==> src/rtl/core/nts_pkg.sv <==
// package for the station table with aging eviction
// item structs, controller command/status structs, outcome codes and defaults
// no dependencies
package nts_pkg;

    localparam int unsigned TABLE_DEPTH_DEF = 16;
    localparam int unsigned ADDR_W          = 48;
    localparam int unsigned TIME_W          = 48;
    localparam int unsigned TIMEOUT_W       = 32;
    localparam int unsigned SLOT_W          = 4;
    localparam int unsigned CODE_W          = 2;

    localparam logic [TIMEOUT_W-1:0] TIMEOUT_RESET = 32'd2000000;

    localparam logic [CODE_W-1:0] OUT_MATCH = 2'd0;
    localparam logic [CODE_W-1:0] OUT_FREE  = 2'd1;
    localparam logic [CODE_W-1:0] OUT_EVICT = 2'd2;
    localparam logic [CODE_W-1:0] OUT_DROP  = 2'd3;

    typedef struct packed {
        logic [ADDR_W-1:0] station_address;
        logic [TIME_W-1:0] now_us;
    } in_item_t;

    typedef struct packed {
        logic [SLOT_W-1:0] slot_index;
        logic [CODE_W-1:0] outcome;
    } out_item_t;

    typedef struct packed {
        logic capture;
        logic issue;
        logic commit;
        logic load_out;
    } ctrl_cmd_t;

    typedef struct packed {
        logic idx_last;
    } dp_status_t;

endpackage

==> src/rtl/core/nts_ram.sv <==
// generic single write port, single read port ram with registered read data
// no dependencies
module nts_ram #(
    parameter int unsigned WIDTH = 48,
    parameter int unsigned DEPTH = 16
) (
    input  logic                     aclk,
    input  logic                     we,
    input  logic [$clog2(DEPTH)-1:0] waddr,
    input  logic [WIDTH-1:0]         wdata,
    input  logic [$clog2(DEPTH)-1:0] raddr,
    output logic [WIDTH-1:0]         rdata
);

    logic [WIDTH-1:0] mem_reg [DEPTH];

    always_ff @(posedge aclk) begin
        if (we) begin
            mem_reg[waddr] <= wdata;
        end
        rdata <= mem_reg[raddr];
    end

endmodule

==> src/rtl/core/nts_ctrl.sv <==
// controller for the station table: accept, walk, commit and result hand-off
// depends on nts_pkg
module nts_ctrl (
    input  logic               aclk,
    input  logic               aresetn,
    input  logic               s_valid,
    output logic               s_ready,
    output logic               m_valid,
    input  logic               m_ready,
    output nts_pkg::ctrl_cmd_t cmd,
    input  nts_pkg::dp_status_t st
);

    localparam logic [2:0] S_IDLE   = 3'd0;
    localparam logic [2:0] S_SCAN   = 3'd1;
    localparam logic [2:0] S_LAST   = 3'd2;
    localparam logic [2:0] S_COMMIT = 3'd3;
    localparam logic [2:0] S_OUT    = 3'd4;

    logic [2:0] state_reg, state_next;
    logic       m_valid_reg, m_valid_next;
    logic       out_free;

    assign out_free = !m_valid_reg || m_ready;
    assign s_ready  = (state_reg == S_IDLE);
    assign m_valid  = m_valid_reg;

    always_comb begin
        state_next   = state_reg;
        m_valid_next = m_valid_reg && !m_ready;
        cmd          = '0;
        case (state_reg)
            S_IDLE: begin
                if (s_valid) begin
                    cmd.capture = 1'b1;
                    state_next  = S_SCAN;
                end
            end
            S_SCAN: begin
                cmd.issue = 1'b1;
                if (st.idx_last) begin
                    state_next = S_LAST;
                end
            end
            // last read data is evaluated here
            S_LAST: begin
                state_next = S_COMMIT;
            end
            S_COMMIT: begin
                cmd.commit = 1'b1;
                state_next = S_OUT;
            end
            S_OUT: begin
                if (out_free) begin
                    cmd.load_out = 1'b1;
                    m_valid_next = 1'b1;
                    state_next   = S_IDLE;
                end
            end
            default: begin
                state_next = S_IDLE;
            end
        endcase
    end

    always_ff @(posedge aclk) begin
        if (!aresetn) begin
            state_reg   <= S_IDLE;
            m_valid_reg <= 1'b0;
        end else begin
            state_reg   <= state_next;
            m_valid_reg <= m_valid_next;
        end
    end

    a_load_when_free: assert property (@(posedge aclk) disable iff (!aresetn)
        cmd.load_out |-> out_free)
        else $error("result loaded over an item not yet taken");

endmodule

==> src/rtl/core/nts_dp.sv <==
// datapath for the station table: valid bits, address and time rams,
// walk counter, match/free/oldest-stale trackers and result registers
// depends on nts_pkg and nts_ram
module nts_dp #(
    parameter int unsigned TABLE_DEPTH = nts_pkg::TABLE_DEPTH_DEF
) (
    input  logic                             aclk,
    input  logic                             aresetn,
    input  logic                             cfg_wr_en,
    input  logic [nts_pkg::TIMEOUT_W-1:0]    cfg_wr_data,
    input  nts_pkg::in_item_t                s_item,
    output nts_pkg::out_item_t               m_item,
    input  nts_pkg::ctrl_cmd_t               cmd,
    output nts_pkg::dp_status_t              st
);

    localparam int unsigned IDX_W = $clog2(TABLE_DEPTH);

    logic [nts_pkg::TIMEOUT_W-1:0] timeout_reg;
    nts_pkg::in_item_t             in_reg;
    logic [TABLE_DEPTH-1:0]        valid_reg;
    logic [IDX_W-1:0]              idx_reg;
    logic                          pend_reg;
    logic [IDX_W-1:0]              pidx_reg;
    logic                          pvalid_reg;

    logic                          match_found_reg;
    logic [IDX_W-1:0]              match_idx_reg;
    logic                          free_found_reg;
    logic [IDX_W-1:0]              free_idx_reg;
    logic                          stale_have_reg;
    logic [IDX_W-1:0]              stale_idx_reg;
    logic [nts_pkg::TIME_W-1:0]    oldest_reg;

    nts_pkg::out_item_t            res_reg;
    nts_pkg::out_item_t            m_item_reg;

    logic [nts_pkg::ADDR_W-1:0]    addr_rd;
    logic [nts_pkg::TIME_W-1:0]    time_rd;
    logic [nts_pkg::TIME_W-1:0]    seen;
    logic [nts_pkg::TIME_W-1:0]    elapsed;
    logic                          addr_hit;
    logic                          stale;
    logic                          older;

    logic [IDX_W-1:0]              pick;
    logic [nts_pkg::CODE_W-1:0]    code;
    logic                          do_write;

    assign st.idx_last = (idx_reg == IDX_W'(TABLE_DEPTH - 1));
    assign m_item      = m_item_reg;

    nts_ram #(
        .WIDTH (nts_pkg::ADDR_W),
        .DEPTH (TABLE_DEPTH)
    ) u_addr_ram (
        .aclk  (aclk),
        .we    (do_write),
        .waddr (pick),
        .wdata (in_reg.station_address),
        .raddr (idx_reg),
        .rdata (addr_rd)
    );

    nts_ram #(
        .WIDTH (nts_pkg::TIME_W),
        .DEPTH (TABLE_DEPTH)
    ) u_time_ram (
        .aclk  (aclk),
        .we    (do_write),
        .waddr (pick),
        .wdata (in_reg.now_us),
        .raddr (idx_reg),
        .rdata (time_rd)
    );

    // an entry never written reads as time zero
    assign seen     = pvalid_reg ? time_rd : '0;
    assign addr_hit = pvalid_reg && (addr_rd == in_reg.station_address);
    assign elapsed  = in_reg.now_us - seen;
    // time going backwards counts as no time elapsed
    assign stale    = (in_reg.now_us > seen) &&
                      (elapsed > nts_pkg::TIME_W'(timeout_reg));
    assign older    = !stale_have_reg || (seen < oldest_reg);

    always_comb begin
        pick = '0;
        code = nts_pkg::OUT_DROP;
        if (match_found_reg) begin
            pick = match_idx_reg;
            code = nts_pkg::OUT_MATCH;
        end else if (free_found_reg) begin
            pick = free_idx_reg;
            code = nts_pkg::OUT_FREE;
        end else if (stale_have_reg) begin
            pick = stale_idx_reg;
            code = nts_pkg::OUT_EVICT;
        end
    end

    assign do_write = cmd.commit && (code != nts_pkg::OUT_DROP);

    always_ff @(posedge aclk) begin
        if (!aresetn) begin
            timeout_reg <= nts_pkg::TIMEOUT_RESET;
            valid_reg   <= '0;
            pend_reg    <= 1'b0;
        end else begin
            if (cfg_wr_en) begin
                timeout_reg <= cfg_wr_data;
            end
            if (do_write) begin
                valid_reg[pick] <= 1'b1;
            end
            pend_reg <= cmd.issue;
        end
    end

    always_ff @(posedge aclk) begin
        if (cmd.capture) begin
            in_reg          <= s_item;
            idx_reg         <= '0;
            match_found_reg <= 1'b0;
            free_found_reg  <= 1'b0;
            stale_have_reg  <= 1'b0;
        end else begin
            if (cmd.issue) begin
                idx_reg    <= idx_reg + 1'b1;
                pidx_reg   <= idx_reg;
                pvalid_reg <= valid_reg[idx_reg];
            end
            if (pend_reg) begin
                if (addr_hit && !match_found_reg) begin
                    match_found_reg <= 1'b1;
                    match_idx_reg   <= pidx_reg;
                end
                if (!pvalid_reg && !free_found_reg) begin
                    free_found_reg <= 1'b1;
                    free_idx_reg   <= pidx_reg;
                end
                // strict compare keeps the lower index on a tie
                if (stale && older) begin
                    stale_have_reg <= 1'b1;
                    stale_idx_reg  <= pidx_reg;
                    oldest_reg     <= seen;
                end
            end
        end
        if (cmd.commit) begin
            res_reg.slot_index <= nts_pkg::SLOT_W'(pick);
            res_reg.outcome    <= code;
        end
        if (cmd.load_out) begin
            m_item_reg <= res_reg;
        end
    end

    a_match_is_valid: assert property (@(posedge aclk) disable iff (!aresetn)
        cmd.commit && match_found_reg |-> valid_reg[match_idx_reg])
        else $error("match reported on an entry that is not valid");

    a_free_is_free: assert property (@(posedge aclk) disable iff (!aresetn)
        cmd.commit && !match_found_reg && free_found_reg |-> !valid_reg[free_idx_reg])
        else $error("free slot taken over a valid entry");

    a_write_sets_valid: assert property (@(posedge aclk) disable iff (!aresetn)
        do_write |=> valid_reg[$past(pick)])
        else $error("committed slot not marked valid");

endmodule

==> src/rtl/core/node_table_stale_eviction.sv <==
// Station table with aging eviction. Each input item is a frame arrival with a
// 48-bit station address and the current time in microseconds; the result item
// gives the slot used and the outcome (existing match, free slot taken, stale
// entry evicted, dropped). Between accepts, a single walk over the table reads
// the address and time memories one entry per cycle through their one read port,
// followed by an evaluate, a commit, a result hand-off and an idle state in which
// the next item is taken. The hand-off waits for as long as the previous result
// still sits unaccepted on the output, so a slow m_ready adds its stall cycles to
// the item. The next item is accepted while the previous result still waits on
// m_ready. The presence timeout is written through cfg_wr_en/cfg_wr_data;
// the user must write it only while idle; the block itself does not enforce it.
// Holds the top level; depends on nts_pkg, nts_ctrl, nts_dp and nts_ram.
module node_table_stale_eviction #(
    parameter int unsigned TABLE_DEPTH = nts_pkg::TABLE_DEPTH_DEF
) (
    input  logic                          aclk,
    input  logic                          aresetn,
    input  logic                          cfg_wr_en,
    input  logic [nts_pkg::TIMEOUT_W-1:0] cfg_wr_data,
    input  logic                          s_valid,
    output logic                          s_ready,
    input  nts_pkg::in_item_t             s_item,
    output logic                          m_valid,
    input  logic                          m_ready,
    output nts_pkg::out_item_t            m_item
);

    nts_pkg::ctrl_cmd_t  cmd;
    nts_pkg::dp_status_t st;

    nts_ctrl u_ctrl (
        .aclk    (aclk),
        .aresetn (aresetn),
        .s_valid (s_valid),
        .s_ready (s_ready),
        .m_valid (m_valid),
        .m_ready (m_ready),
        .cmd     (cmd),
        .st      (st)
    );

    nts_dp #(
        .TABLE_DEPTH (TABLE_DEPTH)
    ) u_dp (
        .aclk        (aclk),
        .aresetn     (aresetn),
        .cfg_wr_en   (cfg_wr_en),
        .cfg_wr_data (cfg_wr_data),
        .s_item      (s_item),
        .m_item      (m_item),
        .cmd         (cmd),
        .st          (st)
    );

endmodule
==> config.mk <==
export PLATFORM = sky130hd
export DESIGN_NAME = node_table_stale_eviction
export DESIGN_NICKNAME = d
export VERILOG_FILES = /design/src/rtl/core/nts_pkg.sv /design/src/rtl/core/nts_ram.sv /design/src/rtl/core/nts_ctrl.sv /design/src/rtl/core/nts_dp.sv /design/src/rtl/core/node_table_stale_eviction.sv
export SDC_FILE = /design/constraint.sdc
export NUM_CORES = 2
export LEC_CHECK = 0
export BUFFER_PORTS_ARGS = -buffer_cell sky130_fd_sc_hd__buf_2
export CAP_MARGIN = 20
export CORE_MARGIN = 4
export CORE_UTILIZATION = 40
export DETAILED_ROUTE_END_ITERATION = 7
export GPL_ROUTABILITY_DRIVEN = 0
export GPL_TIMING_DRIVEN = 0
export HOLD_SLACK_MARGIN = 0.1
export MAX_ROUTING_LAYER = met4
export PLACE_DENSITY = 0.66
export SYNTH_ARGS = -nofsm -noshare
export SYNTH_HDL_FRONTEND = slang
export SYNTH_SLANG_ARGS = --single-unit
==> constraint.sdc <==
create_clock -name aclk -period 12.74 [get_ports aclk]
set_clock_uncertainty 0.2 [all_clocks]
set_input_delay 0.637 -clock aclk [delete_from_list [all_inputs] [get_ports aclk]]
set_output_delay 0.637 -clock aclk [all_outputs]
set_load 0.01 [all_outputs]
[Word level (Yosys, flattened, before mapping)]
Memory sizes are Yosys's and may differ from the RTL's. A register that Yosys moved wholly into a read port is not among the register bits.
Cells that the tools add are included.
Storage, ports and cells
  register bits: 233
  RAM bits: 1536
  input bits: 133
  output and inout bits: 8
  word-level logic and storage cells: 93
  memories: 2
Memory list
  u_dp.u_addr_ram.mem_reg: depth 16, width 48, read ports 1, clocked after Yosys merged registers in 1, wr ports 1, RTL line nts_ram.sv:15  | logic [WIDTH-1:0] mem_reg [DEPTH];
  u_dp.u_time_ram.mem_reg: depth 16, width 48, read ports 1, clocked after Yosys merged registers in 1, wr ports 1, RTL line nts_ram.sv:15
Operators by class
  add/sub/neg operators: 2
  $lt $le $gt $ge: 6
  eq/ne operators: 10
  muxes and demuxes: 25
  bitwise logic cells: 2
  reductions and logical operators: 25
Operators with widths (number)
  equality test 48 bit: 1
  > comparator 48 x 32 -> 1 bit: 1
  > comparator 48 bit: 1
  < comparator 48 bit: 1
  2-to-1 mux 48 bit: 1
  subtractor 48 bit: 1
  bitwise OR 16 bit: 1
  one-hot mux 3 bit (5 select lines): 1
  2-to-1 mux 1 bit: 13
  2-to-1 mux 4 bit: 3
  AND reduction 3 bit: 4
  < comparator 4 x 5 -> 1 bit, second input constant: 2
  2-to-1 mux 3 bit: 3
  logical AND 1 bit: 8
  AND reduction 2 bit: 4
  equality test 3 x 2 -> 1 bit, second input constant: 2
  logical NOT 1 bit: 6
  inequality test 2 bit, second input constant: 3
  adder 4 x 1 -> 4 bit, second input constant: 1
  binary-select mux 1 bit (select 4 bit): 1
  demux 1 bit (select 4 bit): 1
  equality test 4 bit, second input constant: 1
  >= comparator 4 x 1 -> 1 bit, second input constant: 1
  2-to-1 mux 2 bit: 2
  6 further kinds: 7

[Longest topological paths before layout]
  depth in word-level cells: 8
  gate-level depth with buffers: 24
  mapped depth without buffers: 23

[By module]
From an unflattened synthesis, not the netlist that was laid out.
Unflattened totals
  cells, all modules: 3836
  area, all modules: 73172.7 um2
By module, submodules not included
  nts_ram at u_dp.u_time_ram: instances 1, cells an instance 1242, area an instance 29694.7 um2, seq. area each 24023.0 um2
  nts_ram at u_dp.u_addr_ram: instances 1, cells an instance 1242, area an instance 29691.0 um2, seq. area each 24023.0 um2
  nts_dp: instances 1, cells an instance 1331, area an instance 13578.0 um2, seq. area each 6316.1 um2
  nts_ctrl: instances 1, cells an instance 21, area an instance 209.0 um2, seq. area each 80.1 um2

[Least setup slack after synthesis]
No wires, ideal clock.
  path kind: reg-to-reg
  from: register u_dp.pvalid_reg
  to: register u_dp.oldest_reg[0] (netlist name), enable pin
  setup time: 0.526 ns
  arrival time: 7.566 ns
  data required time: 12.014 ns
  setup slack: 4.448 ns
  stages on the path, launching flop included: 21
  buffers on the path: 4
  clock period less this slack: 8.292 ns
  path through: edfxtp_1 -> clkbuf_1 -> clkbuf_1 -> nand2_1 -> ha_1 -> clkbuf_1 -> and3_4 -> a211o_1 -> or3_1 -> buf_2 -> a31o_1 -> xor2_1 -> ha_1 -> nand4_1 -> nor4_1 -> a2111oi_0 -> o221ai_1 -> a221oi_2 -> nand4_1 -> nor2_1 -> nor3_1
On the way
  cells in the longest elaborated chain, start to end: 6
  elaborated cells between the ends (all ways): 9
  those cells by class: add/sub (1); order compare (3); mux (1); reduce/logical (4)
RTL lines
  start: declaration: RTL line nts_dp.sv:25  | logic pvalid_reg;
  start signal: assignment: RTL line nts_dp.sv:130  | pvalid_reg <= valid_reg[idx_reg];
  2-to-1 mux 48 bit *: RTL line nts_dp.sv:78  | assign seen = pvalid_reg ? time_rd : '0;
  subtractor 48 bit: RTL line nts_dp.sv:80  | assign elapsed = in_reg.now_us - seen;
  > comparator 48 x 32 -> 1 bit: RTL line nts_dp.sv:83  | (elapsed > nts_pkg::TIME_W'(timeout_reg));
  logical AND 1 bit: RTL line nts_dp.sv:82  | assign stale = (in_reg.now_us > seen) &&
  logical AND 1 bit *: RTL line nts_dp.sv:142  | if (stale && older) begin
  AND reduction 3 bit (no line) *
  end signal: assignment: RTL line nts_dp.sv:145  | oldest_reg <= seen;
  end: declaration: RTL line nts_dp.sv:33  | logic [nts_pkg::TIME_W-1:0] oldest_reg;
Every way passes the cells marked *; elsewhere a longest branch is shown, timed or not.
A chain may end at the register's enable or synchronous reset.

[Final worst setup path]
  from: register u_dp.pvalid_reg
  to: register u_dp.oldest_reg[11] (netlist name), enable pin
The elaborated chain is that of the path after synthesis.

==> impl_metrics.toml <==
[detailed_routing]
final_antenna_net_count = 0
via_per_inst = 5.574
dr.pass1.iters = 7
wl_um = 180000
num_vias = 37118
first_iter_violations = 4450
drc = 0
wl_per_cell_um = 27.03

[grt]
antenna_found_initial = 3
grt_pass1_vias = 37607
grt_pass1_wl_um = 262400
grt_max_degree = 63
grt_util_all_layers_pct = 19.48
gr-total-overflow = 0

[flow_run]
drv_cap = 0

[finish]
fillers = 14563
finalNetCount = 4405
drive_above_1_share_pct = 24.25
syn_to_final_growth_pct = 18.26
design_area_sq_um = 86190

[setup_path]
cp_slowest_stage_delay_ns = 0.74
worstSetupEndpointType = "flip-flop"
critPathLaunch = "u_dp.pvalid_reg"
timing.rr.end = "u_dp.oldest_reg[11]"
cp-endpoint = "u_dp.oldest_reg[11]"
crit_family = "buffers and inverters"
path_max_fanout = 12
required_ns = 13.10
cp_num_buf_inv = 6
arrival_ns = 8.02
r2r-start = "u_dp.pvalid_reg"
crit_type = "reg -> reg"
path_depth = 25
start_kind = "flip-flop"
cp_slowest_cell = "clkbuf_1"
reg2reg_depth = 25
rrSetupSlack_ns = 5.08
crit_top_cell = "buf_6"

[placement]
dpl.hpwl_um = 116900
dpl_cell_area_sq_um = 78910
numPortBuffers = 138

[sta]
worst_slew_pin_slew_ns = 1.212
drv_slew = 0
setup_viol = 0
post-route-period-util_pct = 60.10
max_freq_mhz = 130.6
rsz0062_at_grt = "no"
setup-tns-final_ns = 0
period_needed_ns = 7.656
max-slew-margin-rel_pct = 19.17
hold_viol = 0
whs_ns = 0.2206

[yosys]
synth_mux_area_share_pct = 15.40
yosysWarnings = 0
synth_nets = 3822
synth_seq_cells = 1865
syn_inst = 3559
synthAdderAreaFrac_pct = 2.242
synth_top_family_by_area = "multiplexers"
synth_flop_cell = "edfxtp_1"
avgSynthCellArea_sq_um = 20.48
async_reset_ff_share_pct = 0
synth_edf_count = 1709
yosys.area_share.simple_pct = 2.589
synthXorXnorAreaFrac_pct = 0.9734
ys_seq_area_share_pct = 74.70
post_synth_num_cell_types = 68
synth_compound_area_share_pct = 2.570
synthesis.area_sq_um = 72880

[clock_network]
htree_levels = 4
cts_hold_buf = 129
cts_buffers = 172
cts_tree = "done"
cts_sinks = 1865
cts_buffer_depth = 3
postCtsSetupRepairBufs = 0
root_buffer = "clkbuf_16"
clock_latency_ns = 0.82
cts-resized-gates = 0
path_clk_slew_ns = 0.06

[pwr]
p_leak_nw = 28.04
peakVddDrop_mv = 0.1395
finalPower_mw = 16.58
power.density_nw_per_um2 = 192.4

[floorplan]
row_count = 156
fp.dieW_um = 434.9
ios = 141
die_y_um = 434.9
start_util_pct = 40.28
die_area_sq_um = 189100
core_area_sq_um = 180900

[worst_hold_path]
hold_class = "reg -> reg"
min_from = "u_dp.res_reg[4]"
hold_path_depth = 0

[run_status]
status = "finished, final reports clean"
-- per-stage QoR --
stage | cells | util (%) | worst slack (ns)
after detailed placement | 6178 | 43.61 | 5.216
after global routing | 6658 | 47.63 | 4.811
final | 6659 | 47.63 | 5.084
after global placement | 6067 | 42.30 | -0.8558
after floorplan | 3559 | - | 4.448
after CTS | 6627 | 47.39 | 5.198
-- worst register-to-register path: stages (launching register included) --
cell,delay (ns)
edfxtp_1,0.52
clkbuf_1,0.74
clkbuf_1,0.63
nand2_1,0.18
ha_1,0.43
a21oi_1,0.28
o21ai_1,0.16
a2111oi_0,0.50
nand3_1,0.31
nand2b_1,0.25
o21ai_0,0.14
xor2_1,0.31
ha_1,0.33
nand4_1,0.17
nor3_1,0.08
a22o_1,0.20
a2111oi_0,0.28
buf_1,0.25
o221ai_1,0.17
a221oi_2,0.19
nand4_1,0.11
nor2_1,0.34
nor3_2,0.12
buf_6,0.18
buf_6,0.18
buf_6,0.15
-- report_power, final --
group | internal [mW] | leakage [nW] | total, mW | switching [mW]
registers | 7.13 | 16.7 | 7.45 | 0.323
clock network | 2.86 | 2.73 | 5.08 | 2.22
logic | 1.86 | 8.59 | 4.05 | 2.19
total | 11.8 | 28.0 | 16.6 | 4.74
-- cell usage after synthesis (4+ instances only) --
| library cell | n | area (sq um) |
|---|---|---|
| nand3_1 | 20 | 100.1 |
| inv_1 | 143 | 536.8 |
| nor3_1 | 20 | 100.1 |
| nand2_1 | 134 | 503.0 |
| edfxtp_1 | 1709 | 51320 |
| xnor2_1 | 40 | 350.3 |
| or3_1 | 7 | 43.79 |
| nand2b_1 | 15 | 93.84 |
| nor2b_1 | 35 | 219.0 |
| o21bai_1 | 4 | 30.03 |
| o211ai_1 | 17 | 127.6 |
| mux4_2 | 485 | 10920 |
| ha_1 | 129 | 1614 |
| buf_1 | 26 | 97.59 |
| clkbuf_1 | 117 | 439.2 |
| nor2_1 | 74 | 277.8 |
| a21oi_1 | 88 | 440.4 |
| nand4_1 | 34 | 212.7 |
| a2111oi_0 | 5 | 43.79 |
| and3_1 | 10 | 62.56 |
| a21o_1 | 30 | 225.2 |
| o21a_1 | 31 | 232.7 |
| a22oi_1 | 6 | 45.04 |
| nor4_1 | 15 | 93.84 |
| a221oi_1 | 5 | 43.79 |
| o21ai_1 | 8 | 40.04 |
| o21ai_0 | 47 | 235.2 |
| a211oi_1 | 18 | 135.1 |
| and2_1 | 5 | 31.28 |
| xor2_1 | 41 | 359.1 |
| mux2i_1 | 30 | 300.3 |
| dfxtp_1 | 156 | 3123 |
| nor3b_1 | 4 | 30.03 |
-- how the worst min path moves through the flow --
stage / slack, ns / end
after CTS: 0.19 / u_dp.timeout_reg[31]
after detailed placement: 0.20 / u_dp.m_item[4]
after global placement: 0.21 / u_dp.m_item[2]
final: 0.22 / u_dp.m_item[4]
after global routing: 0.23 / u_dp.m_item[0]
after floorplan: 0.20 / u_dp.m_item[0]
-- layer usage --
layer  part of all wire, %  GRT usage, %  wire length (um)
met5                     0             -                 0
met2                    48         30.83             87270
met1                    42         26.49             74760
met3                   7.3         3.114             13090
met4                   2.7         5.317              4883
-- cell usage in the layout, fill, tap and decap left out, drive strengths merged, types with 30 or more instances in the layout --
cell            n
a21o           30
a21oi          88
buf           310
clkbuf        357
clkinv         61
dfxtp         156
dlygate4sd3   129
edfxtp       1709
ha            129
inv           152
mux2i          30
mux4          485
nand2         134
nand4          34
nor2           74
nor2b          35
o21a           31
o21ai          55
xnor2          40
xor2           41
-- area by class of cell --
class | count | area, sq um | area share (%)
Inverter | 143 | 541.8 | 0.6286
Clock buffer | 239 | 4781 | 5.547
Multi-Input combinational cell | 1403 | 17450 | 20.25
Tap cell | 2370 | 2965 | 3.441
Sequential cell | 1865 | 54440 | 63.17
Timing Repair Buffer | 409 | 4653 | 5.399
Clock inverter | 81 | 774.5 | 0.8986
Buffer | 148 | 574.3 | 0.6663
Antenna cell | 1 | 2.502 | 0.002903
-- cell families (layout without fill, tap and decap cells) --
group                    count (synthesis)  count (layout)
AND/OR/NAND/NOR                        387             387
AO/OA/AOI/OAI                          290             290
adder cells (fa/ha/maj)                130             130
multiplexers                           515             515
XOR/XNOR                                81              81
other                                    0               1
buffers and inverters                  291            1020
flip-flops                            1865            1865
Power figures use the tool's default switching activity.
